**config.mk**
```make
export PLATFORM = sky130hd
export DESIGN_NAME = ansi_terminal_command_encoder_top
export DESIGN_NICKNAME = d
export VERILOG_FILES = /design/src/atce_pkg.sv /design/src/ansi_terminal_command_encoder_top.sv /design/src/atce_bcd_conv.sv /design/src/atce_front.sv /design/src/atce_queue.sv /design/src/atce_back.sv
export SDC_FILE = /design/constraint.sdc
export NUM_CORES = 1
export LEC_CHECK = 0
export BUFFER_PORTS_ARGS = -buffer_cell sky130_fd_sc_hd__buf_2
export CAP_MARGIN = 20
export CORE_AREA = 2 2 205 408
export CTS_CLUSTER_DIAMETER = 30
export DETAILED_ROUTE_END_ITERATION = 10
export DIE_AREA = 0 0 207 410
export PLACE_DENSITY = 0.52
export SLEW_MARGIN = 25
export SYNTH_ARGS = -nofsm -noshare
export SYNTH_HDL_FRONTEND = slang
export SYNTH_SLANG_ARGS = --single-unit
export TNS_END_PERCENT = 100
```
**constraint.sdc**
```tcl
create_clock -name clk -period 9.2 [get_ports clk]
set_input_delay 0.92 -clock clk [delete_from_list [all_inputs] [get_ports clk]]
set_output_delay 0.92 -clock clk [all_outputs]
set_load 0.03 [all_outputs]
```
**src/atce_pkg.sv**
```systemverilog
// ----------------------------------------------------------------------------
// ANSI terminal command encoder package
// Shared constants, byte codes, command kinds, state types and word structs.
// ----------------------------------------------------------------------------
package atce_pkg;

    // Sizes of the number path and the decimal converter.
    localparam int NUM_W          = 32;
    localparam int BCD_DIGITS     = 10;
    localparam int BCD_W          = 4 * BCD_DIGITS;
    localparam int COL_DIGITS     = 4;
    localparam int COL_BCD_W      = 4 * COL_DIGITS;
    localparam int BITS_PER_STEP  = 4;
    localparam int CONV_STEPS     = NUM_W / BITS_PER_STEP;
    localparam int DIG_CNT_W      = $clog2(BCD_DIGITS + 1);
    localparam int COL_CNT_W      = $clog2(COL_DIGITS + 1);
    localparam int DIG_IDX_W      = $clog2(BCD_DIGITS);
    localparam int COL_IDX_W      = $clog2(COL_DIGITS);

    // Output length limits.
    localparam int RESULT_LIMIT     = 64;
    localparam int MAX_LINE_RUN_DEF = 55;
    localparam int CURSOR_FIXED     = 4;
    localparam int COPY_W           = 6;
    localparam int ROOM_W           = 7;
    localparam int RUN_W            = 11;

    // Queue between front and back.
    localparam int QUEUE_DEPTH = 2;

    // Command opcodes.
    localparam logic [2:0] OP_CURSOR     = 3'd0;
    localparam logic [2:0] OP_CLEAR      = 3'd1;
    localparam logic [2:0] OP_HLINE      = 3'd2;
    localparam logic [2:0] OP_ERASE_LINE = 3'd3;
    localparam logic [2:0] OP_ERASE_END  = 3'd4;
    localparam logic [2:0] OP_NUMBER     = 3'd5;

    // Byte codes of the escape sequences.
    localparam logic [7:0] CH_ESC      = 8'd27;
    localparam logic [7:0] CH_LBRACKET = 8'h5B;
    localparam logic [7:0] CH_SEMI     = 8'h3B;
    localparam logic [7:0] CH_H        = 8'h48;
    localparam logic [7:0] CH_TWO      = 8'h32;
    localparam logic [7:0] CH_J        = 8'h4A;
    localparam logic [7:0] CH_K        = 8'h4B;
    localparam logic [7:0] CH_MINUS    = 8'h2D;
    localparam logic [7:0] CH_ZERO     = 8'h30;

    // Classified command kinds carried through the queue.
    typedef enum logic [2:0] {
        K_CURSOR,
        K_CLEAR,
        K_HLINE,
        K_ERASE_LINE,
        K_ERASE_END,
        K_NUMBER
    } cmd_kind_t;

    typedef enum logic [1:0] {
        F_IDLE,
        F_CONV,
        F_PUSH
    } front_state_t;

    typedef enum logic [3:0] {
        B_IDLE,
        B_ESC,
        B_LBRACKET,
        B_SIGN,
        B_DIG_A,
        B_SEMI,
        B_DIG_B,
        B_CMD_H,
        B_PATTERN,
        B_TWO,
        B_LETTER
    } back_state_t;

    // Input word.
    typedef struct packed {
        logic [2:0]        opcode;
        logic [9:0]        row;
        logic [9:0]        column;
        logic [9:0]        end_column;
        logic [7:0]        pattern;
        logic signed [31:0] number;
    } cmd_t;

    // Output word.
    typedef struct packed {
        logic [7:0] out_byte;
        logic       last;
    } result_t;

    // Classified command held in the queue.
    typedef struct packed {
        cmd_kind_t              kind;
        logic                   neg;
        logic [BCD_W-1:0]       digits_a;
        logic [DIG_CNT_W-1:0]   ndig_a;
        logic [COL_BCD_W-1:0]   digits_b;
        logic [COL_CNT_W-1:0]   ndig_b;
        logic [7:0]             pattern;
        logic [COPY_W-1:0]      copies;
    } entry_t;

endpackage

```
**src/ansi_terminal_command_encoder_top.sv**
```systemverilog
// Fixed sequences skip the decimal converters; cursor, line and number commands first
// pass through them, four bits at a time.
// Throughput: one output word per cycle while commands are queued; the front's work
// on later commands overlaps with output.
// Reset clears the front, queue and sequencer at once; no words leave until a start.
// ----------------------------------------------------------------------------
// ANSI terminal command encoder
// Front end, two-entry queue and byte sequencer producing escape sequences.
// ----------------------------------------------------------------------------
module ansi_terminal_command_encoder_top #(
    parameter int MAX_LINE_RUN = atce_pkg::MAX_LINE_RUN_DEF
) (
    input  logic              clk,
    input  logic              rst_n,
    input  logic              start,
    output logic              busy,
    input  atce_pkg::cmd_t    cmd,
    output logic              strobe,
    output atce_pkg::result_t result
);

    logic             push;
    logic             full;
    logic             pop;
    logic             empty;
    atce_pkg::entry_t push_data;
    atce_pkg::entry_t head;

    // Command front end.
    atce_front #(
        .MAX_LINE_RUN (MAX_LINE_RUN)
    ) u_front (
        .clk       (clk),
        .rst_n     (rst_n),
        .start     (start),
        .cmd       (cmd),
        .busy      (busy),
        .push      (push),
        .push_data (push_data),
        .full      (full)
    );

    // Queue between the two halves.
    atce_queue u_queue (
        .clk       (clk),
        .rst_n     (rst_n),
        .push      (push),
        .push_data (push_data),
        .full      (full),
        .pop       (pop),
        .head      (head),
        .empty     (empty)
    );

    // Byte sequencer.
    atce_back u_back (
        .clk    (clk),
        .rst_n  (rst_n),
        .head   (head),
        .empty  (empty),
        .pop    (pop),
        .strobe (strobe),
        .result (result)
    );

endmodule

```
**src/atce_bcd_conv.sv**
```systemverilog
// ----------------------------------------------------------------------------
// Binary to decimal converter
// Shift-and-add-3 conversion, four input bits per cycle.
// ----------------------------------------------------------------------------
module atce_bcd_conv #(
    parameter int DIGITS = atce_pkg::BCD_DIGITS
) (
    input  logic                        clk,
    input  logic                        rst_n,
    input  logic                        load,
    input  logic [atce_pkg::NUM_W-1:0]  value,
    output logic                        busy,
    output logic [4*DIGITS-1:0]         bcd
);

    localparam int DW     = 4 * DIGITS;
    localparam int STEP_W = $clog2(atce_pkg::CONV_STEPS);

    logic [atce_pkg::NUM_W-1:0] shift_reg, shift_next;
    logic [DW-1:0]              bcd_reg, bcd_next;
    logic [STEP_W-1:0]          step_reg, step_next;
    logic                       run_reg, run_next;

    // One conversion step: correct each digit, then shift in one bit.
    function automatic logic [DW-1:0] dd_bit(input logic [DW-1:0] b, input logic in_bit);
        logic [DW-1:0] adj;
        adj = b;
        for (int i = 0; i < DIGITS; i++)
        begin
            if (b[4*i +: 4] >= 4'd5)
            begin
                adj[4*i +: 4] = b[4*i +: 4] + 4'd3;
            end
        end
        return {adj[DW-2:0], in_bit};
    endfunction

    // Next values of the converter registers.
    always_comb
    begin
        logic [DW-1:0] acc;
        acc        = bcd_reg;
        shift_next = shift_reg;
        bcd_next   = bcd_reg;
        step_next  = step_reg;
        run_next   = run_reg;
        if (load)
        begin
            shift_next = value;
            bcd_next   = '0;
            step_next  = '0;
            run_next   = 1'b1;
        end
        else if (run_reg)
        begin
            for (int j = 0; j < atce_pkg::BITS_PER_STEP; j++)
            begin
                acc = dd_bit(acc, shift_reg[atce_pkg::NUM_W-1-j]);
            end
            bcd_next   = acc;
            shift_next = shift_reg << atce_pkg::BITS_PER_STEP;
            step_next  = step_reg + 1'b1;
            if (step_reg == STEP_W'(atce_pkg::CONV_STEPS - 1))
            begin
                run_next = 1'b0;
            end
        end
    end

    // Control registers are reset; the data path is not.
    always_ff @(posedge clk or negedge rst_n)
    begin
        if (!rst_n)
        begin
            run_reg  <= 1'b0;
            step_reg <= '0;
        end
        else
        begin
            run_reg  <= run_next;
            step_reg <= step_next;
        end
    end

    always_ff @(posedge clk)
    begin
        shift_reg <= shift_next;
        bcd_reg   <= bcd_next;
    end

    assign busy = run_reg;
    assign bcd  = bcd_reg;

endmodule

```
**src/atce_front.sv**
```systemverilog
// ----------------------------------------------------------------------------
// Command front end
// Accepts commands, converts numbers to decimal and pushes classified entries.
// ----------------------------------------------------------------------------
module atce_front #(
    parameter int MAX_LINE_RUN = atce_pkg::MAX_LINE_RUN_DEF
) (
    input  logic             clk,
    input  logic             rst_n,
    input  logic             start,
    input  atce_pkg::cmd_t   cmd,
    output logic             busy,
    output logic             push,
    output atce_pkg::entry_t push_data,
    input  logic             full
);

    atce_pkg::front_state_t state_reg, state_next;
    atce_pkg::cmd_kind_t    kind_reg, kind_next;
    logic                   neg_reg, neg_next;
    logic [7:0]             pattern_reg, pattern_next;
    logic [9:0]             col_reg, col_next;
    logic [9:0]             endc_reg, endc_next;

    logic                                     accept;
    logic                                     conv_load;
    logic [atce_pkg::NUM_W-1:0]               num_u;
    logic [atce_pkg::NUM_W-1:0]               mag;
    logic [atce_pkg::NUM_W-1:0]               conv_a_value;
    logic                                     conv_a_busy, conv_b_busy;
    logic [atce_pkg::BCD_W-1:0]               bcd_a;
    logic [atce_pkg::COL_BCD_W-1:0]           bcd_b;
    logic [atce_pkg::DIG_CNT_W-1:0]           ndig_a;
    logic [atce_pkg::COL_CNT_W-1:0]           ndig_b;
    logic [atce_pkg::RUN_W-1:0]               run_len;
    logic [atce_pkg::COPY_W-1:0]              run_cap;
    logic [atce_pkg::ROOM_W-1:0]              room;
    logic [atce_pkg::COPY_W-1:0]              copies;

    // Count of significant decimal digits, at least one.
    function automatic logic [atce_pkg::DIG_CNT_W-1:0] count_a(
        input logic [atce_pkg::BCD_W-1:0] b);
        logic [atce_pkg::DIG_CNT_W-1:0] n;
        n = atce_pkg::DIG_CNT_W'(1);
        for (int i = 1; i < atce_pkg::BCD_DIGITS; i++)
        begin
            if (b[4*i +: 4] != 4'd0)
            begin
                n = atce_pkg::DIG_CNT_W'(i + 1);
            end
        end
        return n;
    endfunction

    function automatic logic [atce_pkg::COL_CNT_W-1:0] count_b(
        input logic [atce_pkg::COL_BCD_W-1:0] b);
        logic [atce_pkg::COL_CNT_W-1:0] n;
        n = atce_pkg::COL_CNT_W'(1);
        for (int i = 1; i < atce_pkg::COL_DIGITS; i++)
        begin
            if (b[4*i +: 4] != 4'd0)
            begin
                n = atce_pkg::COL_CNT_W'(i + 1);
            end
        end
        return n;
    endfunction

    assign accept = start && (state_reg == atce_pkg::F_IDLE);
    assign busy   = (state_reg != atce_pkg::F_IDLE);

    // Magnitude of the signed number; the most negative value maps to 2^31.
    assign num_u        = cmd.number;
    assign mag          = num_u[atce_pkg::NUM_W-1] ? (~num_u + 1'b1) : num_u;
    assign conv_a_value = (cmd.opcode == atce_pkg::OP_NUMBER) ? mag
                                                             : atce_pkg::NUM_W'(cmd.row);

    // Row or number converter and column converter run in lockstep.
    atce_bcd_conv #(
        .DIGITS (atce_pkg::BCD_DIGITS)
    ) u_conv_a (
        .clk   (clk),
        .rst_n (rst_n),
        .load  (conv_load),
        .value (conv_a_value),
        .busy  (conv_a_busy),
        .bcd   (bcd_a)
    );

    atce_bcd_conv #(
        .DIGITS (atce_pkg::COL_DIGITS)
    ) u_conv_b (
        .clk   (clk),
        .rst_n (rst_n),
        .load  (conv_load),
        .value (atce_pkg::NUM_W'(cmd.column)),
        .busy  (conv_b_busy),
        .bcd   (bcd_b)
    );

    // Line length, clamped to the run limit and to the room left in the word budget.
    always_comb
    begin
        ndig_a = count_a(bcd_a);
        ndig_b = count_b(bcd_b);
        if (endc_reg >= col_reg)
        begin
            run_len = atce_pkg::RUN_W'(endc_reg) - atce_pkg::RUN_W'(col_reg) + 1'b1;
        end
        else
        begin
            run_len = '0;
        end
        if (run_len > atce_pkg::RUN_W'(MAX_LINE_RUN))
        begin
            run_cap = atce_pkg::COPY_W'(MAX_LINE_RUN);
        end
        else
        begin
            run_cap = run_len[atce_pkg::COPY_W-1:0];
        end
        room = atce_pkg::ROOM_W'(atce_pkg::RESULT_LIMIT - atce_pkg::CURSOR_FIXED)
             - atce_pkg::ROOM_W'(ndig_a) - atce_pkg::ROOM_W'(ndig_b);
        if (kind_reg != atce_pkg::K_HLINE)
        begin
            copies = '0;
        end
        else if (atce_pkg::ROOM_W'(run_cap) > room)
        begin
            copies = room[atce_pkg::COPY_W-1:0];
        end
        else
        begin
            copies = run_cap;
        end
    end

    // Entry pushed into the queue.
    always_comb
    begin
        push_data.kind     = kind_reg;
        push_data.neg      = neg_reg;
        push_data.digits_a = bcd_a;
        push_data.ndig_a   = ndig_a;
        push_data.digits_b = bcd_b;
        push_data.ndig_b   = ndig_b;
        push_data.pattern  = pattern_reg;
        push_data.copies   = copies;
    end

    // Front state machine: classify, convert, push.
    always_comb
    begin
        state_next   = state_reg;
        kind_next    = kind_reg;
        neg_next     = neg_reg;
        pattern_next = pattern_reg;
        col_next     = col_reg;
        endc_next    = endc_reg;
        conv_load    = 1'b0;
        push         = 1'b0;
        unique case (state_reg)
            atce_pkg::F_IDLE:
            begin
                if (accept)
                begin
                    neg_next     = cmd.number[atce_pkg::NUM_W-1];
                    pattern_next = cmd.pattern;
                    col_next     = cmd.column;
                    endc_next    = cmd.end_column;
                    unique case (cmd.opcode)
                        atce_pkg::OP_CURSOR:
                        begin
                            kind_next  = atce_pkg::K_CURSOR;
                            conv_load  = 1'b1;
                            state_next = atce_pkg::F_CONV;
                        end
                        atce_pkg::OP_HLINE:
                        begin
                            kind_next  = atce_pkg::K_HLINE;
                            conv_load  = 1'b1;
                            state_next = atce_pkg::F_CONV;
                        end
                        atce_pkg::OP_NUMBER:
                        begin
                            kind_next  = atce_pkg::K_NUMBER;
                            conv_load  = 1'b1;
                            state_next = atce_pkg::F_CONV;
                        end
                        atce_pkg::OP_CLEAR:
                        begin
                            kind_next  = atce_pkg::K_CLEAR;
                            state_next = atce_pkg::F_PUSH;
                        end
                        atce_pkg::OP_ERASE_LINE:
                        begin
                            kind_next  = atce_pkg::K_ERASE_LINE;
                            state_next = atce_pkg::F_PUSH;
                        end
                        atce_pkg::OP_ERASE_END:
                        begin
                            kind_next  = atce_pkg::K_ERASE_END;
                            state_next = atce_pkg::F_PUSH;
                        end
                        default:
                        begin
                            // Unused opcodes produce no output and are dropped here.
                            state_next = atce_pkg::F_IDLE;
                        end
                    endcase
                end
            end
            atce_pkg::F_CONV:
            begin
                if (!conv_a_busy && !conv_b_busy)
                begin
                    state_next = atce_pkg::F_PUSH;
                end
            end
            atce_pkg::F_PUSH:
            begin
                if (!full)
                begin
                    push       = 1'b1;
                    state_next = atce_pkg::F_IDLE;
                end
            end
            default:
            begin
                state_next = atce_pkg::F_IDLE;
            end
        endcase
    end

    always_ff @(posedge clk or negedge rst_n)
    begin
        if (!rst_n)
        begin
            state_reg <= atce_pkg::F_IDLE;
        end
        else
        begin
            state_reg <= state_next;
        end
    end

    always_ff @(posedge clk)
    begin
        kind_reg    <= kind_next;
        neg_reg     <= neg_next;
        pattern_reg <= pattern_next;
        col_reg     <= col_next;
        endc_reg    <= endc_next;
    end

endmodule

```
**src/atce_queue.sv**
```systemverilog
// ----------------------------------------------------------------------------
// Command queue
// Short first-in first-out buffer of classified commands between front and back.
// ----------------------------------------------------------------------------
module atce_queue (
    input  logic             clk,
    input  logic             rst_n,
    input  logic             push,
    input  atce_pkg::entry_t push_data,
    output logic             full,
    input  logic             pop,
    output atce_pkg::entry_t head,
    output logic             empty
);

    localparam int DEPTH = atce_pkg::QUEUE_DEPTH;
    localparam int PTR_W = $clog2(DEPTH);
    localparam int CNT_W = $clog2(DEPTH + 1);

    atce_pkg::entry_t  slot_reg [DEPTH];
    logic [PTR_W-1:0]  wr_ptr_reg, wr_ptr_next;
    logic [PTR_W-1:0]  rd_ptr_reg, rd_ptr_next;
    logic [CNT_W-1:0]  count_reg, count_next;
    logic              do_push, do_pop;

    assign full    = (count_reg == CNT_W'(DEPTH));
    assign empty   = (count_reg == '0);
    assign do_push = push && !full;
    assign do_pop  = pop && !empty;
    assign head    = slot_reg[rd_ptr_reg];

    // Pointer and fill count update.
    always_comb
    begin
        wr_ptr_next = wr_ptr_reg;
        rd_ptr_next = rd_ptr_reg;
        count_next  = count_reg;
        if (do_push)
        begin
            wr_ptr_next = (wr_ptr_reg == PTR_W'(DEPTH - 1)) ? '0 : wr_ptr_reg + 1'b1;
        end
        if (do_pop)
        begin
            rd_ptr_next = (rd_ptr_reg == PTR_W'(DEPTH - 1)) ? '0 : rd_ptr_reg + 1'b1;
        end
        if (do_push && !do_pop)
        begin
            count_next = count_reg + 1'b1;
        end
        else if (do_pop && !do_push)
        begin
            count_next = count_reg - 1'b1;
        end
    end

    always_ff @(posedge clk or negedge rst_n)
    begin
        if (!rst_n)
        begin
            wr_ptr_reg <= '0;
            rd_ptr_reg <= '0;
            count_reg  <= '0;
        end
        else
        begin
            wr_ptr_reg <= wr_ptr_next;
            rd_ptr_reg <= rd_ptr_next;
            count_reg  <= count_next;
        end
    end

    // Storage slots.
    always_ff @(posedge clk)
    begin
        if (do_push)
        begin
            slot_reg[wr_ptr_reg] <= push_data;
        end
    end

endmodule

```
**src/atce_back.sv**
```systemverilog
// ----------------------------------------------------------------------------
// Byte sequencer
// Walks one classified command at a time and emits its bytes in order.
// ----------------------------------------------------------------------------
module atce_back (
    input  logic                clk,
    input  logic                rst_n,
    input  atce_pkg::entry_t    head,
    input  logic                empty,
    output logic                pop,
    output logic                strobe,
    output atce_pkg::result_t   result
);

    atce_pkg::back_state_t       state_reg, state_next;
    logic [atce_pkg::COPY_W-1:0] cnt_reg, cnt_next;
    atce_pkg::entry_t            cur_reg, cur_next;
    logic                        strobe_reg;
    atce_pkg::result_t           result_reg;

    logic       emit;
    logic [7:0] emit_byte;
    logic       emit_last;
    logic       advance;
    logic [3:0] digit_a;
    logic [3:0] digit_b;

    // Digit selected by the down counter, most significant first.
    assign digit_a = cur_reg.digits_a[{cnt_reg[atce_pkg::DIG_IDX_W-1:0], 2'b00} +: 4];
    assign digit_b = cur_reg.digits_b[{cnt_reg[atce_pkg::COL_IDX_W-1:0], 2'b00} +: 4];

    // Sequencer: one byte per cycle while a command is in hand, next command loaded on the final byte.
    always_comb
    begin
        state_next = state_reg;
        cnt_next   = cnt_reg;
        cur_next   = cur_reg;
        pop        = 1'b0;
        emit       = 1'b0;
        emit_byte  = atce_pkg::CH_ESC;
        emit_last  = 1'b0;
        advance    = 1'b0;
        unique case (state_reg)
            atce_pkg::B_IDLE:
            begin
                advance = 1'b1;
            end
            atce_pkg::B_ESC:
            begin
                emit       = 1'b1;
                emit_byte  = atce_pkg::CH_ESC;
                state_next = atce_pkg::B_LBRACKET;
            end
            atce_pkg::B_LBRACKET:
            begin
                emit      = 1'b1;
                emit_byte = atce_pkg::CH_LBRACKET;
                cnt_next  = atce_pkg::COPY_W'(cur_reg.ndig_a) - 1'b1;
                case (cur_reg.kind)
                    atce_pkg::K_CURSOR, atce_pkg::K_HLINE: state_next = atce_pkg::B_DIG_A;
                    atce_pkg::K_CLEAR:                     state_next = atce_pkg::B_TWO;
                    default:                               state_next = atce_pkg::B_LETTER;
                endcase
            end
            atce_pkg::B_SIGN:
            begin
                emit       = 1'b1;
                emit_byte  = atce_pkg::CH_MINUS;
                cnt_next   = atce_pkg::COPY_W'(cur_reg.ndig_a) - 1'b1;
                state_next = atce_pkg::B_DIG_A;
            end
            atce_pkg::B_DIG_A:
            begin
                emit      = 1'b1;
                emit_byte = atce_pkg::CH_ZERO + 8'(digit_a);
                if (cnt_reg == '0)
                begin
                    if (cur_reg.kind == atce_pkg::K_NUMBER)
                    begin
                        emit_last = 1'b1;
                        advance   = 1'b1;
                    end
                    else
                    begin
                        state_next = atce_pkg::B_SEMI;
                    end
                end
                else
                begin
                    cnt_next = cnt_reg - 1'b1;
                end
            end
            atce_pkg::B_SEMI:
            begin
                emit       = 1'b1;
                emit_byte  = atce_pkg::CH_SEMI;
                cnt_next   = atce_pkg::COPY_W'(cur_reg.ndig_b) - 1'b1;
                state_next = atce_pkg::B_DIG_B;
            end
            atce_pkg::B_DIG_B:
            begin
                emit      = 1'b1;
                emit_byte = atce_pkg::CH_ZERO + 8'(digit_b);
                if (cnt_reg == '0)
                begin
                    state_next = atce_pkg::B_CMD_H;
                end
                else
                begin
                    cnt_next = cnt_reg - 1'b1;
                end
            end
            atce_pkg::B_CMD_H:
            begin
                emit      = 1'b1;
                emit_byte = atce_pkg::CH_H;
                if (cur_reg.kind == atce_pkg::K_HLINE && cur_reg.copies != '0)
                begin
                    cnt_next   = cur_reg.copies;
                    state_next = atce_pkg::B_PATTERN;
                end
                else
                begin
                    emit_last = 1'b1;
                    advance   = 1'b1;
                end
            end
            atce_pkg::B_PATTERN:
            begin
                emit      = 1'b1;
                emit_byte = cur_reg.pattern;
                if (cnt_reg == atce_pkg::COPY_W'(1))
                begin
                    emit_last = 1'b1;
                    advance   = 1'b1;
                end
                else
                begin
                    cnt_next = cnt_reg - 1'b1;
                end
            end
            atce_pkg::B_TWO:
            begin
                emit       = 1'b1;
                emit_byte  = atce_pkg::CH_TWO;
                state_next = atce_pkg::B_LETTER;
            end
            atce_pkg::B_LETTER:
            begin
                emit      = 1'b1;
                emit_byte = (cur_reg.kind == atce_pkg::K_ERASE_LINE) ? atce_pkg::CH_K
                                                                      : atce_pkg::CH_J;
                emit_last = 1'b1;
                advance   = 1'b1;
            end
            default:
            begin
                state_next = atce_pkg::B_IDLE;
            end
        endcase

        // Take the next command from the queue, or go idle.
        if (advance)
        begin
            if (!empty)
            begin
                pop      = 1'b1;
                cur_next = head;
                cnt_next = atce_pkg::COPY_W'(head.ndig_a) - 1'b1;
                if (head.kind != atce_pkg::K_NUMBER)
                begin
                    state_next = atce_pkg::B_ESC;
                end
                else if (head.neg)
                begin
                    state_next = atce_pkg::B_SIGN;
                end
                else
                begin
                    state_next = atce_pkg::B_DIG_A;
                end
            end
            else
            begin
                state_next = atce_pkg::B_IDLE;
            end
        end
    end

    always_ff @(posedge clk or negedge rst_n)
    begin
        if (!rst_n)
        begin
            state_reg  <= atce_pkg::B_IDLE;
            strobe_reg <= 1'b0;
        end
        else
        begin
            state_reg  <= state_next;
            strobe_reg <= emit;
        end
    end

    always_ff @(posedge clk)
    begin
        cnt_reg             <= cnt_next;
        cur_reg             <= cur_next;
        result_reg.out_byte <= emit_byte;
        result_reg.last     <= emit_last;
    end

    assign strobe = strobe_reg;
    assign result = result_reg;

endmodule

```
== After elaboration in Yosys (flattened, before gate mapping) ==
Memory sizes are Yosys's and may differ from the RTL's.
Cells that the tools add are included.

* Flip-flop bits (word level): 266
* Bits in latches: 0
* Bits in writable memories: 162
* ROM bits: 0
* Input port bits: 76
* Output and inout port bits: 11
* Word-level logic and storage cells: 468
* Memories: 1

{| class="wikitable"
|+ Memory list
! memory !! depth !! width !! read ports !! clocked after Yosys merged registers in !! write ports !! line !! source
|-
| u_queue.slot_reg || 2 || 81 || 1 || 0 || 1 || atce_queue.sv:20 || <nowiki>atce_pkg::entry_t slot_reg [DEPTH];</nowiki>
|}

* Add/subtract/negate cells: 73
* $mul: 0
* Divide/modulo/power cells: 0
* $lt $le $gt $ge: 59
* Equality and inequality tests: 35
* Shift operators: 2
* Mux-type cells: 216
* Bitwise gates (word level): 2
* Reduce and logical (&&, ||, !) cells: 50

{| class="wikitable"
|+ Operators with widths
! operator !! number
|-
| 4-bit two-way mux || 135
|-
| 4-bit by 3-bit >= comparator with 1-bit output (second input constant) || 56
|-
| 4-bit by 2-bit adder with 4-bit output (second input constant) || 48
|-
| 32-bit two-way mux || 4
|-
| 3-bit two-way mux || 26
|-
| 8-bit one-hot mux with 9 select lines || 1
|-
| 6-bit two-way mux || 8
|-
| 4-bit nonzero test || 12
|-
| 40-bit by 7-bit indexed part select with 4-bit output || 1
|-
| 4-bit one-hot mux with 9 select lines || 1
|-
| 32-bit by 1-bit adder with 32-bit output (second input constant) || 1
|-
| 32-bit NOT || 1
|-
| 6-bit one-hot mux with 5 select lines || 1
|-
| 3-bit by 2-bit adder with 3-bit output (second input constant) || 8
|-
| 1-bit two-way mux || 23
|-
| 10-bit two-way mux || 2
|-
| 3-bit one-hot mux with 6 select lines || 1
|-
| 4-bit by 3-bit equality test with 1-bit output (second input constant) || 4
|-
| 2-bit two-way mux || 8
|-
| 16-bit by 5-bit indexed part select with 4-bit output || 1
|-
| 3-bit equality test (second input constant) || 5
|-
| 6-bit by 4-bit adder with 7-bit output (first input constant) || 2
|-
| 3-bit by 2-bit equality test with 1-bit output (second input constant) || 4
|-
| 4-bit equality test (second input constant) || 3
|-
| 45 further kinds || 81
|}

== Logic depth before layout (Yosys ltp) ==
Gate-level depths: netlist (run 1).

* Depth in word-level cells: 16
* Depth in mapped cells: 24
* Depth with buffers taken out: 24

== Cells and area by module ==
Synthesis (run 1) repeated with hierarchy kept, for this count alone.

* Cells, all modules: 2460
* Area total of the unflattened synthesis: 26452.9 µm²

{| class="wikitable"
|+ Modules (own cells, without submodules)
! module !! times used !! cells an instance !! area an instance (µm²) !! sequential area each (µm²)
|-
| atce_bcd_conv at u_front.u_conv_a || 1 || 1029 || 8020.2 || 1861.8
|-
| atce_queue || 1 || 271 || 6441.2 || 4964.8
|-
| atce_back || 1 || 309 || 4429.2 || 2827.7
|-
| atce_bcd_conv at u_front.u_conv_b || 1 || 464 || 4110.2 || 1381.3
|-
| atce_front || 1 || 387 || 3452.1 || 1011.0
|}

== Worst setup path after synthesis (run 1) ==
OpenSTA, ideal clock, no wires.

* Path type: reg2reg
* From: register u_back.cnt_reg[0] in the netlist's numbering
* To: register u_back.cnt_reg[4] in the netlist's numbering
* Library setup time: 143 ps
* Arrival time: 5331 ps
* Data required time: 9057 ps
* Path slack: 3726 ps
* Stages on the path, launching flop included: 12
* Buffers on the path: 2
* Clock period less this slack: 5474 ps
* Cell sequence: dfxtp_1 -> clkbuf_1 -> clkbuf_1 -> inv_1 -> ha_1 -> and4b_1 -> a22oi_1 -> o21ai_0 -> o22ai_1 -> clkinv_1 -> a311oi_1 -> a21oi_1

* Cells in the longest elaborated chain, start to end: 5
* Elaborated cells between the ends (all ways): 11
* Classes of those cells: 1 x add/sub; 1 x eq/ne; 8 x mux; 1 x reduce/logical

{| class="wikitable"
|+ RTL lines
! what !! line !! source
|-
| start, declared || atce_back.sv:16 || <nowiki>logic [atce_pkg::COPY_W-1:0] cnt_reg, cnt_next;</nowiki>
|-
| start signal, assigned || atce_back.sv:206 || <nowiki>cnt_reg <= cnt_next;</nowiki>
|-
| 6-bit by 1-bit subtractor with 6-bit output, or another cell as far along || atce_back.sv:90, atce_back.sv:110, atce_back.sv:139 ||
|-
| 6-bit two-way mux (on tied branches) || atce_back.sv:132, atce_back.sv:76, atce_back.sv:104 ||
|-
| 6-bit one-hot mux with 5 select lines || atce_back.sv:43 || <nowiki>unique case (state_reg)</nowiki>
|-
| 6-bit two-way mux || atce_back.sv:165 || <nowiki>if (!empty)</nowiki>
|-
| 6-bit two-way mux * || atce_back.sv:163 || <nowiki>if (advance)</nowiki>
|-
| via u_back.cnt_next (one bit) || atce_back.sv:16 ||
|}

Mark *: on every way through the listed nets, which the timed path passes. The rest lies on a longest branch.
A chain may end at the register's enable or synchronous reset.

==> impl_metrics.toml, run 1 <==
[critical_path]
cp.arrival_ns = 5.44
end_kind = "register"
crit_type = "register to register"
start_kind = "register"
critPathRequiredTime_ns = 9.56
worst-path-max-fanout = 9

[floorplanning]
rows = 149
ios = 87
start_util_pct = 29.6
die_w_um = 207
die_y_um = 410
die_area_um2 = 84900
design.core.area_um2 = 82000

[grt]
grt.total_usage_pct = 12.6
grt_pass1_vias = 16600
grt_pass1_wl_um = 87700
grt_overflow = 0
grt_max_degree = 69
antenna_found_initial = 0

[drt]
drtPass1Iterations = 5
drc = 0
antenna_left = 0
viasPerCell = 4.80
drtIter0Drc = 811
wl_um = 53600
post_drt_wl_per_cell_um = 15.5
vias = 16600

[finish]
syn2layout_area_growth_pct = 18.0
multi_input_area_um2 = 11500
n_fill_cell = 8161
fin_nets = 2581
largest_register_ff_count = 162
final_cells = 3466
antenna_cells = 0
layout-drive-gt1-share_pct = 16.8
final_cell_area_um2 = 28700
final-seq-area_um2 = 11800

[placement]
hpwl_um = 37000
dp_cells = 3320
place_congestion = 0.827
port_buffers = 86
placed_cell_area_um2 = 25900

[sta]
tightestPinTransition_ns = 0.943
fin_crit_sh_pct = 55.2
totalNegativeSetupSlack_ns = 0
hold_violations = 0
relSlewSlack_pct = 37.2
min_period_ns = 5.08
slew_violations = 0
whs_ns = 0.294
fin_skew_ns = 0.0220
max_freq_ghz = 0.197
final-setup-viol-count = 0
rsz0062_at_grt = "false"

[status]
outcome = "finished, final reports clean"

[synthesis]
synth_top_area_cell = "edfxtp_1"
ys_seq_area_share_pct = 48.7
synth-async-reset-ratio_pct = 4.44
synth_nets = 2480
synth_common_cells = "edfxtp_1 (316), inv_1 (176), nand2_1 (173), o21ai_0 (158), ha_1 (156)"
synth_warnings = 0
yosysTopAreaCellShare_pct = 39.1
syn_area_um2 = 24300
synth_flop_cell = "edfxtp_1"
ys_types = 73
syn_area_per_cell_um2 = 10.8
netlist_instances = 2242
yosysMostFrequentCell = "edfxtp_1"
synth_seq_cells = 428
synth_enable_flop_cells = 316
yosys-top-cells-area = "edfxtp_1 (39%), ha_1 (8.0%), dfxtp_1 (7.7%)"

[clock_network]
h-tree-depth = 3
cts_tree = "yes"
cts_buffer_depth = 3
clock_sinks = 428
cts-hold-fix-buffers = 0
clk_root_buffer_cell = "clkbuf_16"
cts_buffers = 78
cts_setup_buffers = 0
clkTransAtPathRegs_ns = 0.05
cts_resized = 0
clk_latency_ns = 0.63

[hold_path]
hold_class = "input port to asynchronous set/reset pin"

[flow_run]
maxCapViolCount = 0
## cells in the final DEF (no fill, tap or decap), types with 15 or more instances in the layout
cell type,Yosys,routed
o21ai_0,158,158
nor2_1,148,146
edfxtp_1,316,316
nand2_1,173,173
ha_1,156,156
dfrtp_1,19,16
xor2_1,43,43
and2_1,22,20
a211oi_1,31,31
or4_1,16,16
inv_1,176,176
dfxtp_1,93,93
a21o_1,23,23
xnor2_1,52,52
mux2_2,108,108
buf_2,0,86
nor3_1,31,31
nor3b_1,15,15
a31oi_1,23,23
a21oi_1,95,95
o31ai_1,24,24
nor2b_1,47,47
mux2i_1,106,106
clkbuf_16,0,78
nand2b_1,56,56
## per-layer routing
| layer | global-route usage [%] | part of all wire (%) | vias up |
|---|---|---|---|
| li1 | - | - | 8372 |
| met3 | 2.23 | 3.6 | 76 |
| met1 | 16.4 | 47 | 7921 |
| met5 | 0 | 0 | - |
| met4 | 4.61 | 2.5 | 0 |
| met2 | 21.1 | 47 | 271 |
## critical path: stages, from the launching register on
cell,delay [ns]
dfxtp_1,0.37
inv_1,0.11
ha_1,0.24
nor3b_1,0.45
a21oi_1,0.13
o21ai_0,0.24
a21oi_1,0.10
o21ai_0,0.45
ha_1,0.25
ha_1,0.17
inv_1,0.05
fa_1,0.47
ha_1,0.31
o21a_1,0.11
o21ai_0,0.07
nand2b_1,0.08
a21oi_1,0.06
a311o_1,0.37
o21bai_1,0.31
and3_1,0.26
a211o_1,0.23
## worst paths after layout
kind / from / endpoint / slack [ns] / cells after the start
worst max register to register: u_front.u_conv_a.bcd[8] / u_queue.slot_reg[0][0] / 4.12 / 20
min in group clk: u_front.pattern_reg[6] / u_queue.slot_reg[0][12] / 0.44 / 0
worst max-delay path: u_front.u_conv_a.bcd[8] / u_queue.slot_reg[0][0] / 4.12 / 20
max in group asynchronous: rst_n / u_queue.rd_ptr_reg / 8.48 / 1
worst min register to register: u_front.pattern_reg[6] / u_queue.slot_reg[0][12] / 0.44 / 0
worst min-delay path: rst_n / u_back.state_reg[3] / 0.29 / 1
## metrics by stage
step / worst slack [ns] / utilization, %
global placement: 4.14 / 31.6
CTS: 4.05 / 34.9
finish: 4.12 / 34.9
global route: 3.66 / 34.9
detailed placement: 4.05 / 31.6
floorplan: 3.73 / -
## cell families (layout without fill, tap and decap cells)
group / after synthesis / count (layout) / share of synthesized area (%)
DFF: 428 / 428 / 48.7
AOI/OAI and AO/OA: 493 / 493 / 13.0
muxes: 226 / 226 / 10.5
xor gates and xnor gates: 95 / 95 / 3.43
buffers and inverters: 258 / 425 / 3.99
and+or+nand+nor: 580 / 580 / 11.9
adders and majority gates: 162 / 162 / 8.53
## area by class of cell
type	count	area share, %
repair buffers	100	1.88
inverters	179	2.35
well taps	1057	4.62
clock buffers	90	7.18
multi-input cells	1556	40.2
clock inverters	56	2.45
flip-flops and latches	428	41.3
Power of run 1 is left out: the tool's default activity adds up to more than one toggle a clock period on the data nets, which glitch-free logic cannot reach.
==> inputs of run 2 (changes only) <==
==> constraint.sdc (replaced) <==
create_clock -name clk -period 4.7 [get_ports clk]
set_input_delay 0.47 -clock clk [delete_from_list [all_inputs] [get_ports clk]]
set_output_delay 0.47 -clock clk [all_outputs]
set_load 0.03 [all_outputs]
==> run 2 against run 1 <==
  * Largest cell class is now multi-input combinational cells
  * Worst hold slack got worse by 0.25 ns
  * Register-to-register slack got worse by 4.0 ns
  * Maximum frequency increased by 11%
  * Die area unchanged
  * Clock skew increased by 0.0041 ns
  * Routed wire length increased by 4.2%
==> impl_metrics.toml, run 2 (synthesis results as in run 1) <==
[grt]
grt.total_usage_pct = 12.9
grt_pass1_vias = 17000
grt_pass1_wl_um = 89600
grt_max_degree = 69
antenna_found_initial = 0
grt_overflow = 0

[finish]
final_cell_mix = "edfxtp_1 (316), inv_1 (172), nand2_1 (167)"
antenna_cells = 0
n_fill_cell = 8039
syn2layout_area_growth_pct = 24.4
layout_commonest_cell = "edfxtp_1"
largest_register_ff_count = 162
final_cell_area_um2 = 30200
fin_nets = 2709
layout-drive-gt1-share_pct = 24.3
multi_input_area_um2 = 12100
final-seq-area_um2 = 11800

[hold_path]
hold_path.startpoint = "cmd[39]"
whs_path_depth = 1
worstHoldEndpoint = "u_front.pattern_reg[7]"
hold_class = "input port to register"

[drt]
drc = 0
antenna_left = 0
post_drt_wl_per_cell_um = 15.6
drtPass1Iterations = 5
viasPerCell = 4.80
wl_um = 55900
vias = 17300
drtIter0Drc = 711

[critical_path]
end_kind = "register"
reg2regPathDepth = 23
start_kind = "register"
critPathRequiredTime_ns = 5.06
reg2reg_from = "u_front.col_reg[1]"
r2r_end = "u_queue.slot_reg[0][0]"
reg2reg_slack_ns = 0.12
cp.arrival_ns = 4.95
crit_start = "u_front.col_reg[1]"
worst-path-max-fanout = 6
crit_type = "register to register"

[floorplanning]
die_y_um = 410
start_util_pct = 29.6
design.core.area_um2 = 82000
ios = 87
die_area_um2 = 84900
rows = 149
die_w_um = 207

[flow_run]
maxCapViolCount = 0

[placement]
placed_cell_area_um2 = 26600
place_ws_ns = -0.106
port_buffers = 86
hpwl_um = 38800
place_congestion = 0.829

[sta]
fin_crit_sh_pct = 97.5
min_period_ns = 4.58
fin_skew_ns = 0.0260
rsz0062_at_grt = "true"
relSlewSlack_pct = 28.4
final-setup-viol-count = 0
layout_setup_ws_ns = 0.116
hold_violations = 0
max_freq_ghz = 0.218
slew_violations = 0
tightestPinTransition_ns = 1.06

[clock_network]
cts_tree = "yes"
clk_root_buffer_cell = "clkbuf_16"
clk_latency_ns = 0.62
cts_buffer_depth = 3
clock_sinks = 428
cts_buffers = 81
clkTransAtPathRegs_ns = 0.05
h-tree-depth = 3

[status]
outcome = "finished, final reports clean"
-- run 2: cell types whose count changed in the layout (fill, tap and decap cells not counted), sizes merged --
cell / change
bufinv: +2
dlygate4sd3: +12
clkbuf: +1
buf: +113
clkinv: +12
inv: -9
clkinvlp: -4
-- run 2: final cells by class --
type	count	area share (%)
Sequential cell	428	39.2
Clock buffer	91	7.07
Inverter	179	2.24
Clock inverter	57	2.16
Timing Repair Buffer	225	5.06
Tap cell	1057	4.38
Multi-Input combinational cell	1556	39.9
-- run 2: how the worst max path moves through the flow --
stage / end / slack [ns]
floorplan: u_queue.slot_reg[0][0] / 0.10
global placement: u_front.u_conv_a.bcd[1] / -0.005
detailed placement: u_front.u_conv_a.bcd[1] / -0.11
CTS: u_queue.slot_reg[0][4] / 0.01
global route: u_queue.slot_reg[1][0] / -0.18
finish: u_queue.slot_reg[0][0] / 0.12
-- run 2: layer usage --
layer / global-route usage [%] / part of all wire, % / up-vias
met1: 16.8 / 46 / 8231
met4: 5.21 / 2.4 / 0
met3: 1.97 / 3.6 / 92
met5: 0 / 0 / -
li1: - / - / 8625
met2: 21.5 / 48 / 307
-- run 2: what timing repair did --
item	CTS	global route
cloned	0	0
setup endpoints to repair	17	55
resized for setup	11	118
pin swaps	3	34
endpoints found under the hold margin	30	0
setup buffers	0	21
hold buffers	12	0
-- run 2: per-stage QoR --
| stage | cells | TNS (ns) | hold WS [ns] | utilization, % |
|---|---|---|---|---|
| finish | 3593 | 0 | 0.0471 | 36.8 |
| global route | 3593 | -1.53 | 0.0253 | 36.8 |
| CTS | 3572 | 0 | 0.00402 | 36.0 |
| detailed placement | 3412 | -1.10 | 0.442 | 32.4 |
| global placement | 3412 | -0.00527 | 0.430 | 32.4 |
| floorplan | 2242 | 0 | 0.174 | - |
-- run 2: critical path: stages (launching register included) --
cell	delay (ns)
edfxtp_1	0.43
ha_4	0.31
inv_4	0.03
ha_4	0.15
buf_4	0.12
buf_4	0.12
a21oi_1	0.15
o21bai_2	0.09
a211oi_2	0.38
nor3_1	0.09
a2111oi_1	0.39
o211ai_1	0.21
nor2_1	0.14
nor2_1	0.06
ha_1	0.30
nor2b_4	0.14
o21a_1	0.12
o21ai_1	0.05
nand2b_1	0.07
a21oi_1	0.06
a311o_1	0.30
o21bai_4	0.20
and3_4	0.16
a211o_1	0.27
Power of run 2 is left out for the same reason.
==> inputs of run 3 (changes only) <==
--- a/config.mk
+++ b/config.mk
@@ -11,7 +11,8 @@
 export CTS_CLUSTER_DIAMETER = 30
 export DETAILED_ROUTE_END_ITERATION = 10
 export DIE_AREA = 0 0 207 410
-export PLACE_DENSITY = 0.52
+export PLACE_DENSITY = 0.54
+export SETUP_SLACK_MARGIN = 0.3
 export SLEW_MARGIN = 25
 export SYNTH_ARGS = -nofsm -noshare
 export SYNTH_HDL_FRONTEND = slang
==> constraint.sdc (replaced) <==
create_clock -name clk -period 4 [get_ports clk]
set_input_delay 0.4 -clock clk [delete_from_list [all_inputs] [get_ports clk]]
set_output_delay 0.4 -clock clk [all_outputs]
set_load 0.03 [all_outputs]
==> run 3 against run 2 <==
  * The flow now finishes with violations (negative setup slack)
  * Flip-flop and latch count unchanged
  * First-iteration DRC count increased by 18%
  * Worst setup slack got worse by 0.66 ns
  * Clock skew decreased by 0.0043 ns
  * Cell area increased by 17%
  * Critical endpoint is now u_queue.slot_reg[1][0]
  * Core utilization increased by 6.4 points
  * Register-to-register slack got worse by 0.66 ns
  * Critical path depth increased by 1
  * Routed wire length increased by 7.6%
  * Via count increased by 7.7%
  * Sequential share of layout area decreased by 5.6 points
  * Maximum frequency increased by 0.85%
==> impl_metrics.toml, run 3 (synthesis results as in run 1) <==
[floorplanning]
design.core.area_um2 = 82000
rows = 149
die_y_um = 410
die_w_um = 207
start_util_pct = 29.6
die_area_um2 = 84900
ios = 87

[drt]
wl_um = 60100
antenna_left = 0
post_drt_wl_per_cell_um = 15.4
drtPass1Iterations = 5
drc = 0
viasPerCell = 4.75
vias = 18600
drtIter0Drc = 841

[grt]
antenna_found_initial = 0
grt_pass1_vias = 18800
grt.total_usage_pct = 13.9
grt_overflow = 0
grt_max_degree = 54
grt_pass1_wl_um = 96600

[finish]
final_cells = 3915
fin_util_pct = 43.2
antenna_cells = 0
largest_register_ff_count = 162
fin_nets = 3023
layout_commonest_cell = "buf_4"
final_cell_mix = "buf_4 (381), edfxtp_1 (316), nand2_1 (161)"
n_fill_cell = 7643
syn2layout_area_growth_pct = 46.0
layout-drive-gt1-share_pct = 44.7

[flow_run]
maxCapViolCount = 0

[critical_path]
r2r_end = "u_queue.slot_reg[1][0]"
reg2reg_slack_ns = -0.55
cpPeakStageDelay_ns = 0.39
worst-path-max-fanout = 6
end_kind = "register"
crit_start = "u_front.endc_reg[1]"
path_buf_inv = 3
cp_slowest_cell = "edfxtp_1"
path_delay_family = "compound AO/OA/AOI/OAI gates"
reg2regPathDepth = 24
cp.arrival_ns = 4.90
start_kind = "register"
worst-path-stages = 24
crit_type = "register to register"
crit_chain = "inv_1 -> ha_1 -> inv_1 -> ha_2 -> inv_2 -> fa_2 -> o21bai_4 -> a211oi_2 -> o211ai_1 -> xnor2_1 -> a2111oi_2 -> o211ai_1 -> nor2_1 -> nor2_1 -> ha_1 -> nor2b_1 -> o21a_1 -> o21ai_1 -> nand2b_1 -> a21oi_1 -> a311o_1 -> o21bai_4 -> and3_1 -> a211o_1"
critPathRequiredTime_ns = 4.35
reg2reg_from = "u_front.endc_reg[1]"
critPathCapture = "u_queue.slot_reg[1][0]"

[placement]
hpwl_um = 41200
place_congestion = 0.846
dp_cells = 3604
port_buffers = 86
place_ws_ns = -0.676

[clock_network]
clock_sinks = 428
cts_buffers = 85
cts_buffer_depth = 3
clk_latency_ns = 0.62
h-tree-depth = 3
cts_tree = "yes"
clkTransAtPathRegs_ns = 0.05
clk_root_buffer_cell = "clkbuf_16"

[sta]
slew_violations = 0
layout_setup_ws_ns = -0.546
whs_ns = 0.0494
hold_violations = 0
rsz0062_at_grt = "true"
min_period_ns = 4.55
max_freq_ghz = 0.220
fin_crit_sh_pct = 114
final-setup-viol-count = 19
fin_skew_ns = 0.0218
tightestPinTransition_ns = 0.829
relSlewSlack_pct = 44.8

[status]
violations = "negative setup slack"
outcome = "finished, violations left"

[hold_path]
hold_class = "input port to register"
-- run 3: cell count changes in the layout (fill, tap and decap cells not counted), moves of 30 or more --
cell	change
ha_2	+30
buf_4	+256
inv_1	-60
buf_6	+35
ha_4	+62
ha_1	-92
inv_2	+47
-- run 3: worst reg2reg max path, cell delays in order (launching register included) --
cell	delay, ns
edfxtp_1	0.39
inv_1	0.07
ha_1	0.23
inv_1	0.06
ha_2	0.18
inv_2	0.04
fa_2	0.36
o21bai_4	0.15
a211oi_2	0.10
o211ai_1	0.23
xnor2_1	0.12
a2111oi_2	0.22
o211ai_1	0.26
nor2_1	0.16
nor2_1	0.05
ha_1	0.30
nor2b_1	0.16
o21a_1	0.12
o21ai_1	0.05
nand2b_1	0.07
a21oi_1	0.06
a311o_1	0.29
o21bai_4	0.21
and3_1	0.16
a211o_1	0.24
-- run 3: routing by layer --
layer	vias to the layer above	global-route usage, %	wire, um
met1	8928	17.3	26700
met4	0	4.26	1200
met5	-	0	0
li1	9265	-	-
met2	314	24.3	30000
met3	79	2.40	2230
-- run 3: final cells by class --
cell class	instances	area, um^2	area share, %
Clock buffer	99	2280	6.44
Clock inverter	61	845	2.38
Inverter	179	714	2.02
Multi-Input combinational cell	1556	14300	40.4
Sequential cell	428	11900	33.6
Tap cell	1057	1320	3.73
Timing Repair Buffer	535	4060	11.4
-- run 3: how the worst min path moves through the flow --
stage                 start  slack (ns)                   to  cells after the start
finish              cmd[41]        0.05  u_front.endc_reg[1]                      1
global placement      rst_n        0.40        u_back.strobe                      1
detailed placement    rst_n        0.39        u_back.strobe                      1
global route        cmd[41]        0.03  u_front.endc_reg[1]                      1
CTS                 cmd[41]        0.01  u_front.endc_reg[1]                      1
floorplan             rst_n        0.10  u_back.state_reg[0]                      0
-- run 3: metrics by stage --
stage | cell area [um^2] | TNS [ns]
CTS | 34400 | -4.77
finish | 35400 | -5.59
detailed placement | 29300 | -7.54
floorplan | 25600 | -3.07
global placement | 29300 | -6.41
global route | 35400 | -11.24
-- run 3: repair_timing --
action / 4_1_cts / 5_1_grt
setup buffers: 71 / 52
endpoints found under the setup margin: 64 / 64
hold buffers: 28 / 0
endpoints found under the hold margin: 46 / 0
resized for setup: 245 / 141
pin swaps: 158 / 131
Power of run 3 is left out for the same reason.
